$ cat config.mk
export PLATFORM = sky130hd
export DESIGN_NAME = per_stream_jitter_buffer
export DESIGN_NICKNAME = d
export VERILOG_FILES = /design/src/hw/rtl/psjb_pkg.sv /design/src/hw/rtl/per_stream_jitter_buffer.sv
export VERILOG_INCLUDE_DIRS = /design/src /design/src/hw/rtl
export SDC_FILE = /design/constraint.sdc
export NUM_CORES = 2
export LEC_CHECK = 0
export BUFFER_PORTS_ARGS = -buffer_cell sky130_fd_sc_hd__buf_4
export CORE_MARGIN = 3
export CORE_UTILIZATION = 68
export CTS_CLUSTER_DIAMETER = 50
export DETAILED_ROUTE_END_ITERATION = 8
export HOLD_SLACK_MARGIN = 0.02
export PLACE_DENSITY = 0.82
export SKIP_CTS_REPAIR_TIMING = 1
export SLEW_MARGIN = 0
export SYNTH_ARGS = -nofsm -noshare
export SYNTH_HDL_FRONTEND = slang
export SYNTH_MEMORY_MAX_BITS = 65536
export SYNTH_SLANG_ARGS = --single-unit
$ cat constraint.sdc
create_clock -name clk -period 27 [get_ports clk]
set_input_delay 2.7 -clock clk [delete_from_list [all_inputs] [get_ports clk]]
set_output_delay 2.7 -clock clk [all_outputs]
set_load 0.01 [all_outputs]
$ cat src/hw/rtl/per_stream_jitter_buffer_macros.svh
// ---------------------------------------------------------------------------
// Jitter buffer assertion macros
// Shared concurrent assertion forms, clocked on clk with synchronous reset.
// ---------------------------------------------------------------------------
`ifndef PER_STREAM_JITTER_BUFFER_MACROS_SVH
`define PER_STREAM_JITTER_BUFFER_MACROS_SVH

// Implication checked at every rising edge outside reset.
`define PSJB_ASSERT(label, prop, msg) \
  label: assert property (@(posedge clk) disable iff (!rst_n) prop) else $error(msg);

// Condition that must never be true outside reset.
`define PSJB_NEVER(label, cond, msg) \
  label: assert property (@(posedge clk) disable iff (!rst_n) !(cond)) else $error(msg);

`endif

$ cat src/hw/rtl/psjb_pkg.sv
// ---------------------------------------------------------------------------
// Jitter buffer package
// Sizes, status codes, state and memory entry types for the slot manager.
// ---------------------------------------------------------------------------
package psjb_pkg;

  localparam int STREAMS   = 16;
  localparam int SLOTS     = 8;
  localparam int STREAM_W  = 4;
  localparam int STREAM_AW = $clog2(STREAMS);
  localparam int SLOT_W    = $clog2(SLOTS);
  localparam int FILL_W    = $clog2(SLOTS + 1);
  localparam int SEQ_W     = 32;
  localparam int GAP_W     = 8;
  localparam int STATUS_W  = 4;

  localparam logic [GAP_W-1:0] GAP_RESET = 8'd10;

  localparam logic OP_ARRIVE = 1'b0;
  localparam logic OP_PLAY   = 1'b1;

  typedef enum logic [STATUS_W-1:0] {
    ST_STORED    = 4'd0,
    ST_DUPLICATE = 4'd1,
    ST_FULL      = 4'd2,
    ST_LATE      = 4'd3,
    ST_RESYNC    = 4'd4,
    ST_PLAYED    = 4'd5,
    ST_UNDERRUN  = 4'd6,
    ST_BUFFERING = 4'd7,
    ST_BUF_DONE  = 4'd8
  } status_t;

  typedef enum logic [1:0] {
    S_IDLE,
    S_EVAL,
    S_MIN2,
    S_FIN
  } state_t;

  // Per-stream control word held in the control memory.
  typedef struct packed {
    logic [SEQ_W-1:0]  last_played;
    logic              buffering;
    logic [FILL_W-1:0] fill;
    logic [SLOTS-1:0]  valid;
  } ctrl_t;

  localparam ctrl_t CTRL_RESET = '{
    last_played: '0,
    buffering:   1'b1,
    fill:        '0,
    valid:       '0
  };

  // Candidate in the oldest-frame search.
  typedef struct packed {
    logic              vld;
    logic [SLOT_W-1:0] idx;
    logic [SEQ_W-1:0]  seq;
  } cand_t;

  typedef struct packed {
    status_t           status;
    logic [SLOT_W-1:0] slot;
    logic [SEQ_W-1:0]  seq;
  } result_t;

  // Keeps the left candidate on equal sequence numbers, so the lower slot wins.
  function automatic cand_t pick_older(cand_t a, cand_t b);
    cand_t r;
    if (a.vld && (!b.vld || (a.seq <= b.seq))) begin
      r = a;
    end else begin
      r = b;
    end
    return r;
  endfunction

endpackage

$ cat src/hw/rtl/per_stream_jitter_buffer.sv
// ---------------------------------------------------------------------------
// Per-stream jitter buffer slot manager
// Tracks frame slots for each voice stream, places arriving frames and picks
// the oldest frame on each play tick.
// ---------------------------------------------------------------------------
//
//  Channel  | Ports                                    | Direction
//  ---------+------------------------------------------+----------
//  input    | in_valid/in_ready, in_op, in_stream,     | in
//           | in_seq                                   |
//  result   | out_valid/out_ready, out_status,         | out
//           | out_slot, out_seq_out                    |
//  config   | cfg_we, cfg_wdata (resync gap)           | in
//
// An arrival or a tick during buffering reads the stream's control word and slot
// row on the transfer, then evaluates and writes back in the evaluation state.
// A play tick that searches for the oldest slot goes through the read, two
// registered levels of the minimum tree, and the last level with the write-back.
// A result waiting in the output register holds the write-back and the input.
// Per-stream written flags make unwritten control words read as reset values.
//
module per_stream_jitter_buffer (
  input  logic                           clk,
  input  logic                           rst_n,

  input  logic                           in_valid,
  output logic                           in_ready,
  input  logic                           in_op,
  input  logic [psjb_pkg::STREAM_W-1:0]  in_stream,
  input  logic [psjb_pkg::SEQ_W-1:0]     in_seq,

  output logic                           out_valid,
  input  logic                           out_ready,
  output logic [psjb_pkg::STATUS_W-1:0]  out_status,
  output logic [psjb_pkg::SLOT_W-1:0]    out_slot,
  output logic [psjb_pkg::SEQ_W-1:0]     out_seq_out,

  input  logic                           cfg_we,
  input  logic [psjb_pkg::GAP_W-1:0]     cfg_wdata
);

`include "per_stream_jitter_buffer_macros.svh"

  // Control state and configuration.
  psjb_pkg::state_t                   state_r, state_nxt;
  logic [psjb_pkg::GAP_W-1:0]         gap_r;
  logic [psjb_pkg::STREAMS-1:0]       written_r;
  logic                               out_valid_r;

  // Latched item.
  logic                               op_r;
  logic [psjb_pkg::STREAM_AW-1:0]     stream_r;
  logic [psjb_pkg::SEQ_W-1:0]         seq_r;

  // Memories and their registered read data.
  psjb_pkg::ctrl_t                    ctrl_mem [psjb_pkg::STREAMS];
  logic [psjb_pkg::SLOTS-1:0][psjb_pkg::SEQ_W-1:0] slot_mem [psjb_pkg::STREAMS];
  psjb_pkg::ctrl_t                    ctrl_rd_r;
  logic [psjb_pkg::SLOTS-1:0][psjb_pkg::SEQ_W-1:0] slot_rd_r;
  logic                               written_rd_r;
  psjb_pkg::ctrl_t                    ctrl_q;

  // Oldest-frame search tree.
  psjb_pkg::cand_t                    l1_r [psjb_pkg::SLOTS/2];
  psjb_pkg::cand_t                    l1_nxt [psjb_pkg::SLOTS/2];
  psjb_pkg::cand_t                    l2_r [psjb_pkg::SLOTS/4];
  psjb_pkg::cand_t                    l2_nxt [psjb_pkg::SLOTS/4];
  psjb_pkg::cand_t                    oldest;

  // Write-back and result.
  logic                               in_xfer;
  logic                               out_free;
  logic                               commit;
  logic                               slot_we;
  psjb_pkg::ctrl_t                    ctrl_wr;
  psjb_pkg::result_t                  res;
  psjb_pkg::result_t                  out_res_r;

  // Arrival evaluation.
  logic [psjb_pkg::SLOTS-1:0]         dup_hit;
  logic [psjb_pkg::SLOT_W-1:0]        free_idx;
  logic                               any_free;
  logic [psjb_pkg::SEQ_W-1:0]         lag;

  assign in_ready = (state_r == psjb_pkg::S_IDLE);
  assign in_xfer  = in_valid && in_ready;
  assign out_free = !out_valid_r || out_ready;

  // A stream never written back still holds its reset control word.
  assign ctrl_q = written_rd_r ? ctrl_rd_r : psjb_pkg::CTRL_RESET;

  // Memory reads happen on the input transfer; writes on commit.
  always_ff @(posedge clk) begin
    if (in_xfer) begin
      ctrl_rd_r <= ctrl_mem[in_stream[psjb_pkg::STREAM_AW-1:0]];
      slot_rd_r <= slot_mem[in_stream[psjb_pkg::STREAM_AW-1:0]];
    end
    if (commit) begin
      ctrl_mem[stream_r] <= ctrl_wr;
    end
    if (commit && slot_we) begin
      slot_mem[stream_r][free_idx] <= seq_r;
    end
  end

  // Item latch, search tree and output payload.
  always_ff @(posedge clk) begin
    if (in_xfer) begin
      op_r         <= in_op;
      stream_r     <= in_stream[psjb_pkg::STREAM_AW-1:0];
      seq_r        <= in_seq;
      written_rd_r <= written_r[in_stream[psjb_pkg::STREAM_AW-1:0]];
    end
    l1_r <= l1_nxt;
    l2_r <= l2_nxt;
    if (commit) begin
      out_res_r <= res;
    end
  end

  // Control registers.
  always_ff @(posedge clk) begin
    if (!rst_n) begin
      state_r     <= psjb_pkg::S_IDLE;
      gap_r       <= psjb_pkg::GAP_RESET;
      written_r   <= '0;
      out_valid_r <= 1'b0;
    end else begin
      state_r <= state_nxt;
      if (cfg_we) begin
        gap_r <= cfg_wdata;
      end
      if (commit) begin
        written_r[stream_r] <= 1'b1;
        out_valid_r         <= 1'b1;
      end else if (out_ready) begin
        out_valid_r <= 1'b0;
      end
    end
  end

  // Slot compares on the row that was read: duplicates and the first free slot.
  always_comb begin
    any_free = !(&ctrl_q.valid);
    free_idx = '0;
    for (int i = psjb_pkg::SLOTS - 1; i >= 0; i--) begin
      dup_hit[i] = ctrl_q.valid[i] && (slot_rd_r[i] == seq_r);
      if (!ctrl_q.valid[i]) begin
        free_idx = psjb_pkg::SLOT_W'(i);
      end
    end
    lag = ctrl_q.last_played - seq_r;
  end

  // Three-level minimum tree; the first two levels are registered.
  always_comb begin
    psjb_pkg::cand_t ca;
    psjb_pkg::cand_t cb;
    for (int p = 0; p < psjb_pkg::SLOTS / 2; p++) begin
      ca.vld = ctrl_q.valid[2*p];
      ca.idx = psjb_pkg::SLOT_W'(2*p);
      ca.seq = slot_rd_r[2*p];
      cb.vld = ctrl_q.valid[2*p+1];
      cb.idx = psjb_pkg::SLOT_W'(2*p+1);
      cb.seq = slot_rd_r[2*p+1];
      l1_nxt[p] = psjb_pkg::pick_older(ca, cb);
    end
    for (int q = 0; q < psjb_pkg::SLOTS / 4; q++) begin
      l2_nxt[q] = psjb_pkg::pick_older(l1_r[2*q], l1_r[2*q+1]);
    end
    oldest = psjb_pkg::pick_older(l2_r[0], l2_r[1]);
  end

  // Next state.
  always_comb begin
    state_nxt = state_r;
    case (state_r)
      psjb_pkg::S_IDLE: begin
        if (in_xfer) begin
          state_nxt = psjb_pkg::S_EVAL;
        end
      end
      psjb_pkg::S_EVAL: begin
        if (op_r == psjb_pkg::OP_PLAY && !ctrl_q.buffering) begin
          state_nxt = psjb_pkg::S_MIN2;
        end else if (out_free) begin
          state_nxt = psjb_pkg::S_IDLE;
        end
      end
      psjb_pkg::S_MIN2: begin
        state_nxt = psjb_pkg::S_FIN;
      end
      psjb_pkg::S_FIN: begin
        if (out_free) begin
          state_nxt = psjb_pkg::S_IDLE;
        end
      end
      default: begin
        state_nxt = psjb_pkg::S_IDLE;
      end
    endcase
  end

  // Write-back word and result. Commit waits for the output register.
  always_comb begin
    commit     = 1'b0;
    slot_we    = 1'b0;
    ctrl_wr    = ctrl_q;
    res.status = psjb_pkg::ST_LATE;
    res.slot   = '0;
    res.seq    = seq_r;
    case (state_r)
      psjb_pkg::S_EVAL: begin
        if (op_r == psjb_pkg::OP_ARRIVE) begin
          commit = out_free;
          if (seq_r > ctrl_q.last_played) begin
            if (|dup_hit) begin
              res.status = psjb_pkg::ST_DUPLICATE;
            end else if (any_free) begin
              res.status = psjb_pkg::ST_STORED;
              res.slot   = free_idx;
              slot_we    = 1'b1;
              ctrl_wr.valid[free_idx] = 1'b1;
              ctrl_wr.fill = ctrl_q.fill + psjb_pkg::FILL_W'(1);
            end else begin
              res.status = psjb_pkg::ST_FULL;
            end
          end else if (lag > psjb_pkg::SEQ_W'(gap_r)) begin
            // Too far behind: restart the stream at this frame.
            res.status          = psjb_pkg::ST_RESYNC;
            ctrl_wr.last_played = seq_r;
            ctrl_wr.valid       = '0;
            ctrl_wr.fill        = '0;
          end
        end else if (ctrl_q.buffering) begin
          commit  = out_free;
          res.seq = '0;
          if (ctrl_q.fill >= psjb_pkg::FILL_W'(psjb_pkg::SLOTS - 1)) begin
            res.status        = psjb_pkg::ST_BUF_DONE;
            ctrl_wr.buffering = 1'b0;
          end else begin
            res.status = psjb_pkg::ST_BUFFERING;
          end
        end
      end
      psjb_pkg::S_FIN: begin
        commit = out_free;
        if (!oldest.vld) begin
          res.status        = psjb_pkg::ST_UNDERRUN;
          res.seq           = '0;
          ctrl_wr.buffering = 1'b1;
        end else begin
          res.status          = psjb_pkg::ST_PLAYED;
          res.slot            = oldest.idx;
          res.seq             = oldest.seq;
          ctrl_wr.valid[oldest.idx] = 1'b0;
          ctrl_wr.last_played = oldest.seq;
          if (ctrl_q.fill != '0) begin
            ctrl_wr.fill = ctrl_q.fill - psjb_pkg::FILL_W'(1);
          end
        end
      end
      default: begin
      end
    endcase
  end

  assign out_valid   = out_valid_r;
  assign out_status  = out_res_r.status;
  assign out_slot    = out_res_r.slot;
  assign out_seq_out = out_res_r.seq;

  // Checks on the sequencing and on the written-back state.
  `PSJB_ASSERT(a_xfer_to_eval, in_xfer |=> (state_r == psjb_pkg::S_EVAL), "transfer did not start evaluation")
  `PSJB_NEVER(a_no_overwrite, commit && out_valid_r && !out_ready, "result overwrote a pending result")
  `PSJB_ASSERT(a_fill_matches, commit |-> ($countones(ctrl_wr.valid) == int'(ctrl_wr.fill)), "fill count disagrees with slot flags")
  `PSJB_ASSERT(a_fin_after_min, (state_r == psjb_pkg::S_FIN) |-> ($past(state_r) == psjb_pkg::S_MIN2 || $past(state_r) == psjb_pkg::S_FIN), "search finished without its middle level")

endmodule

==> flow_summary.yaml <==
setup_path:
  required_ns: 27.72
  reg2reg_depth: 18
  timing.critical_path.fanout_max: 50
  setup.worst_path.start_class: "flip-flop"
  r2r-start: "seq_r[8]"
  timing.reg2reg.setup_slack_ns: 18.31
  critPathCaptureType: "flip-flop"
  worst_r2r_endpoint: "slot_mem[6][200]"
  timing_worst_setup_path_type: "flip-flop to flip-flop"
  critPathArrivalTime_ns: 9.41
detailed_routing:
  average_via_count_per_standard_cell: 7.82
  postRouteWirelength_um: 671000
  dr.first_iter.drc_count: 22100
  vias: 117000
  postRouteAntennaNets: 0
  wire_length_per_cell_after_detailed_routing_um: 44.7
  remaining_drc_errors: 0
  detail_route.first_pass.iterations: 9
status:
  run_status: "complete, no violations"
hold_path:
  endpoint_of_the_worst_hold_timing_path: "l2_r[71]"
  holdCritStartpoint: "l1_r[107]"
  min_delay_path_depth: 1
  hold_class: "flip-flop to flip-flop"
floorplan:
  die_w_um: 567
  core_um2: 312000
  floorplan.die_area_um2: 321000
  rows: 205
  initial_standard_cell_utilization_of_the_core_pct: 68.4
  design.portCount: 91
  die_h_um: 567
finish:
  multiInputGateArea_um2: 51200
  most-common-layout-cells: "edfxtp_1 (5194), mux4_2 (1482), clkbuf_16 (548), buf_4 (388), inv_1 (296)"
  finish.instance_area_um2: 239000
  layout_commonest_cell: "edfxtp_1"
  sequential_cell_area_um2: 161000
  drive_above_1_share_pct: 28.0
  layout-area-overhead-vs-synth_pct: 11.8
  fillers: 14700
  finish.net_count: 10700
logic_synthesis:
  synth-adder-area-share_pct: 1.52
  synthesis.nets: 10300
  seq_area_frac_synth_pct: 75.2
  ys_flop_type: "edfxtp_1"
  yosys-mux-area-fraction_pct: 16.9
  synth.ff_latch_count: 5427
  synth_simple_gate_area_share_pct: 2.06
  synth.cell_area_um2: 214000
  postSynthAreaPerCell_um2: 21.4
  synth.distinct_cells: 85
  synth-edff-count: 5194
  synth_cells: 9966
  ys_warn_count: 0
  synth_top_family_by_area: "multiplexers"
  yosys.area_share.xor_xnor_pct: 1.17
  synth_compound_gate_area_share_pct: 1.81
  synth_async_sr_flop_share_pct: 0
pwr:
  vdd.ir_drop.worst_mv: 0.0675
  cellPowerDensity_nw_per_um2: 77.1
  static-leakage-power_nw: 77.4
timing:
  period_minus_slack_ns: 8.69
  rsz0062_at_grt: "false"
  timing.final.crit_share_pct: 32.2
  finalSetupViolCount: 0
  fmax_mhz: 115
  timing.slew.headroom_pct: 2.65
  worstMarginPinSlew_ns: 1.46
  finClkSkew_ns: 0.0802
  timing.hold.ws_ns: 0.455
  drv_slew: 0
  fin_tns_setup_ns: 0
  finalHoldViolCount: 0
global_routing:
  grt_first_pass_wirelength_um: 932000
  globalRouteOverflowTotal: 0
  grt_antenna_before_repair: 47
  grt_util_all_layers_pct: 42.2
  pin_count_of_the_biggest_net_entering_global_routing: 146
  number_of_global_route_vias_before_repair: 117000
placement:
  place.port_buffers: 90
  detailed_place.area_um2: 222000
  gp_congestion: 0.957
  placed_wire_length_estimate_um: 339000
clock_tree:
  clock-sinks: 5427
  clk_pin_slew_worst_paths_ns: 0.06
  clock_tree.htree_level_count: 6
  clock-root-buffer: "clkbuf_16"
  clkLatencyLatePin_ns: 1.08
  cts_tree: "yes"
  cts_buffer_depth: 4
  numCtsBuffers: 540
flow_run:
  drv_cap: 0
[power breakdown]
part,switching [mW],internal (mW)
clock,3.38,4.15
sequential,0.172,9.38
combinational,0.850,0.470
[cell usage after synthesis (5+ instances only)]
master,count,area (µm²)
a31oi_1,16,100
a211oi_1,35,263
nand4_1,98,613
nor3_1,43,215
nand2b_1,43,269
mux2_2,199,2240
xor2_1,189,1660
mux4_2,1482,33400
and2_1,16,100
and3_1,12,75.1
o31ai_1,6,45.0
o221ai_1,24,210
nor2b_1,82,513
mux2i_1,41,410
or3_1,6,37.5
o21ai_0,109,546
nor4_1,54,338
o21bai_1,7,52.6
buf_1,143,537
a21oi_1,172,861
xnor2_1,96,841
o21a_1,54,405
ha_1,256,3200
a21o_1,71,533
o21ai_1,5,25.0
buf_2,6,30.0
dfxtp_1,233,4660
o211ai_1,13,97.6
nor2_1,256,961
nand3_1,46,230
clkbuf_1,337,1260
edfxtp_1,5194,156000
nand2_1,195,732
o22ai_1,14,87.6
or4_1,6,45.0
inv_1,297,1110
or2_2,13,81.3
[how the worst max path moves through the flow]
stage,cells past startpoint,from,endpoint
finish,18,seq_r[8],slot_mem[6][200]
floorplan,1,in_valid,ctrl_rd_r[0]
global placement,10,in_stream[0],slot_rd_r[148]
detailed placement,10,in_stream[0],slot_rd_r[148]
CTS,18,seq_r[8],slot_mem[6][196]
global route,18,seq_r[8],slot_mem[6][203]
[flip-flops by register name, summed over array words and instances, names as in the netlist]
register / cells
written_rd_r: 1
out_slot: 3
written_r: 16
stream_r: 4
out_valid: 1
l2_r: 70
gap_r: 8
op_r: 1
ctrl_rd_r: 45
slot_rd_r: 256
seq_r: 32
slot_mem: 4096
ctrl_mem: 720
out_seq_out: 32
l1_r: 136
state_r: 2
out_status: 4
[cell families after synthesis]
group                    Yosys count
adder cells (fa/ha/maj)          260
XOR/XNOR                         285
buffers and inverters            786
AND/OR/NAND/NOR                  891
AO/OA/AOI/OAI                    594
multiplexers                    1723
flip-flops                      5427
[per-stage QoR]
| step | power (mW) | worst slack [ns] | util (%) | instances |
|---|---|---|---|---|
| floorplan | 10.4 | 15.92 | - | 9966 |
| global placement | 10.9 | 18.20 | 70.9 | 14000 |
| detailed placement | 10.9 | 18.16 | 70.9 | 14000 |
| CTS | 18.3 | 18.67 | 76.4 | 15000 |
| global route | 18.7 | 18.40 | 76.4 | 15000 |
| finish | 18.4 | 18.31 | 76.5 | 15000 |
[critical path, cell delays in order, from the launching register on]
cell and delay [ns]:
edfxtp_1 0.40, buf_4 0.64, buf_4 0.56, buf_4 0.48, buf_4 0.58, xor2_1 0.21
nor4_1 0.08, nand4_1 0.11, nor4_1 0.06, nand4_1 0.35, nand4_1 0.17, nor4_1 0.83
o211ai_1 0.38, or2_2 0.46, nor2_1 0.27, buf_4 0.25, nand3_2 0.85, nor2_4 0.99
buf_4 0.44
[area by class of cell]
cell class                 instances  share of cell area [%]
sequential                      5427                    67.2
multi-input combinational       3753                    21.5
clock buffer                     653                    5.92
timing repair buffer             412                    1.42
clock inverter                   300                    1.29
tap                             4140                    2.17
inverter                         297                   0.467
antenna                           32                  0.0335
[layer usage]
metal  GRT usage (%)  share of wire, %  vias to the layer above
li1                -                 -                    42200
met1            54.5                31                    59600
met2            62.8                46                    12600
met3            15.2                16                     2941
met4            24.8               7.6                       22
met5               0             0.024                        -
Power figures use the tool's default switching activity.
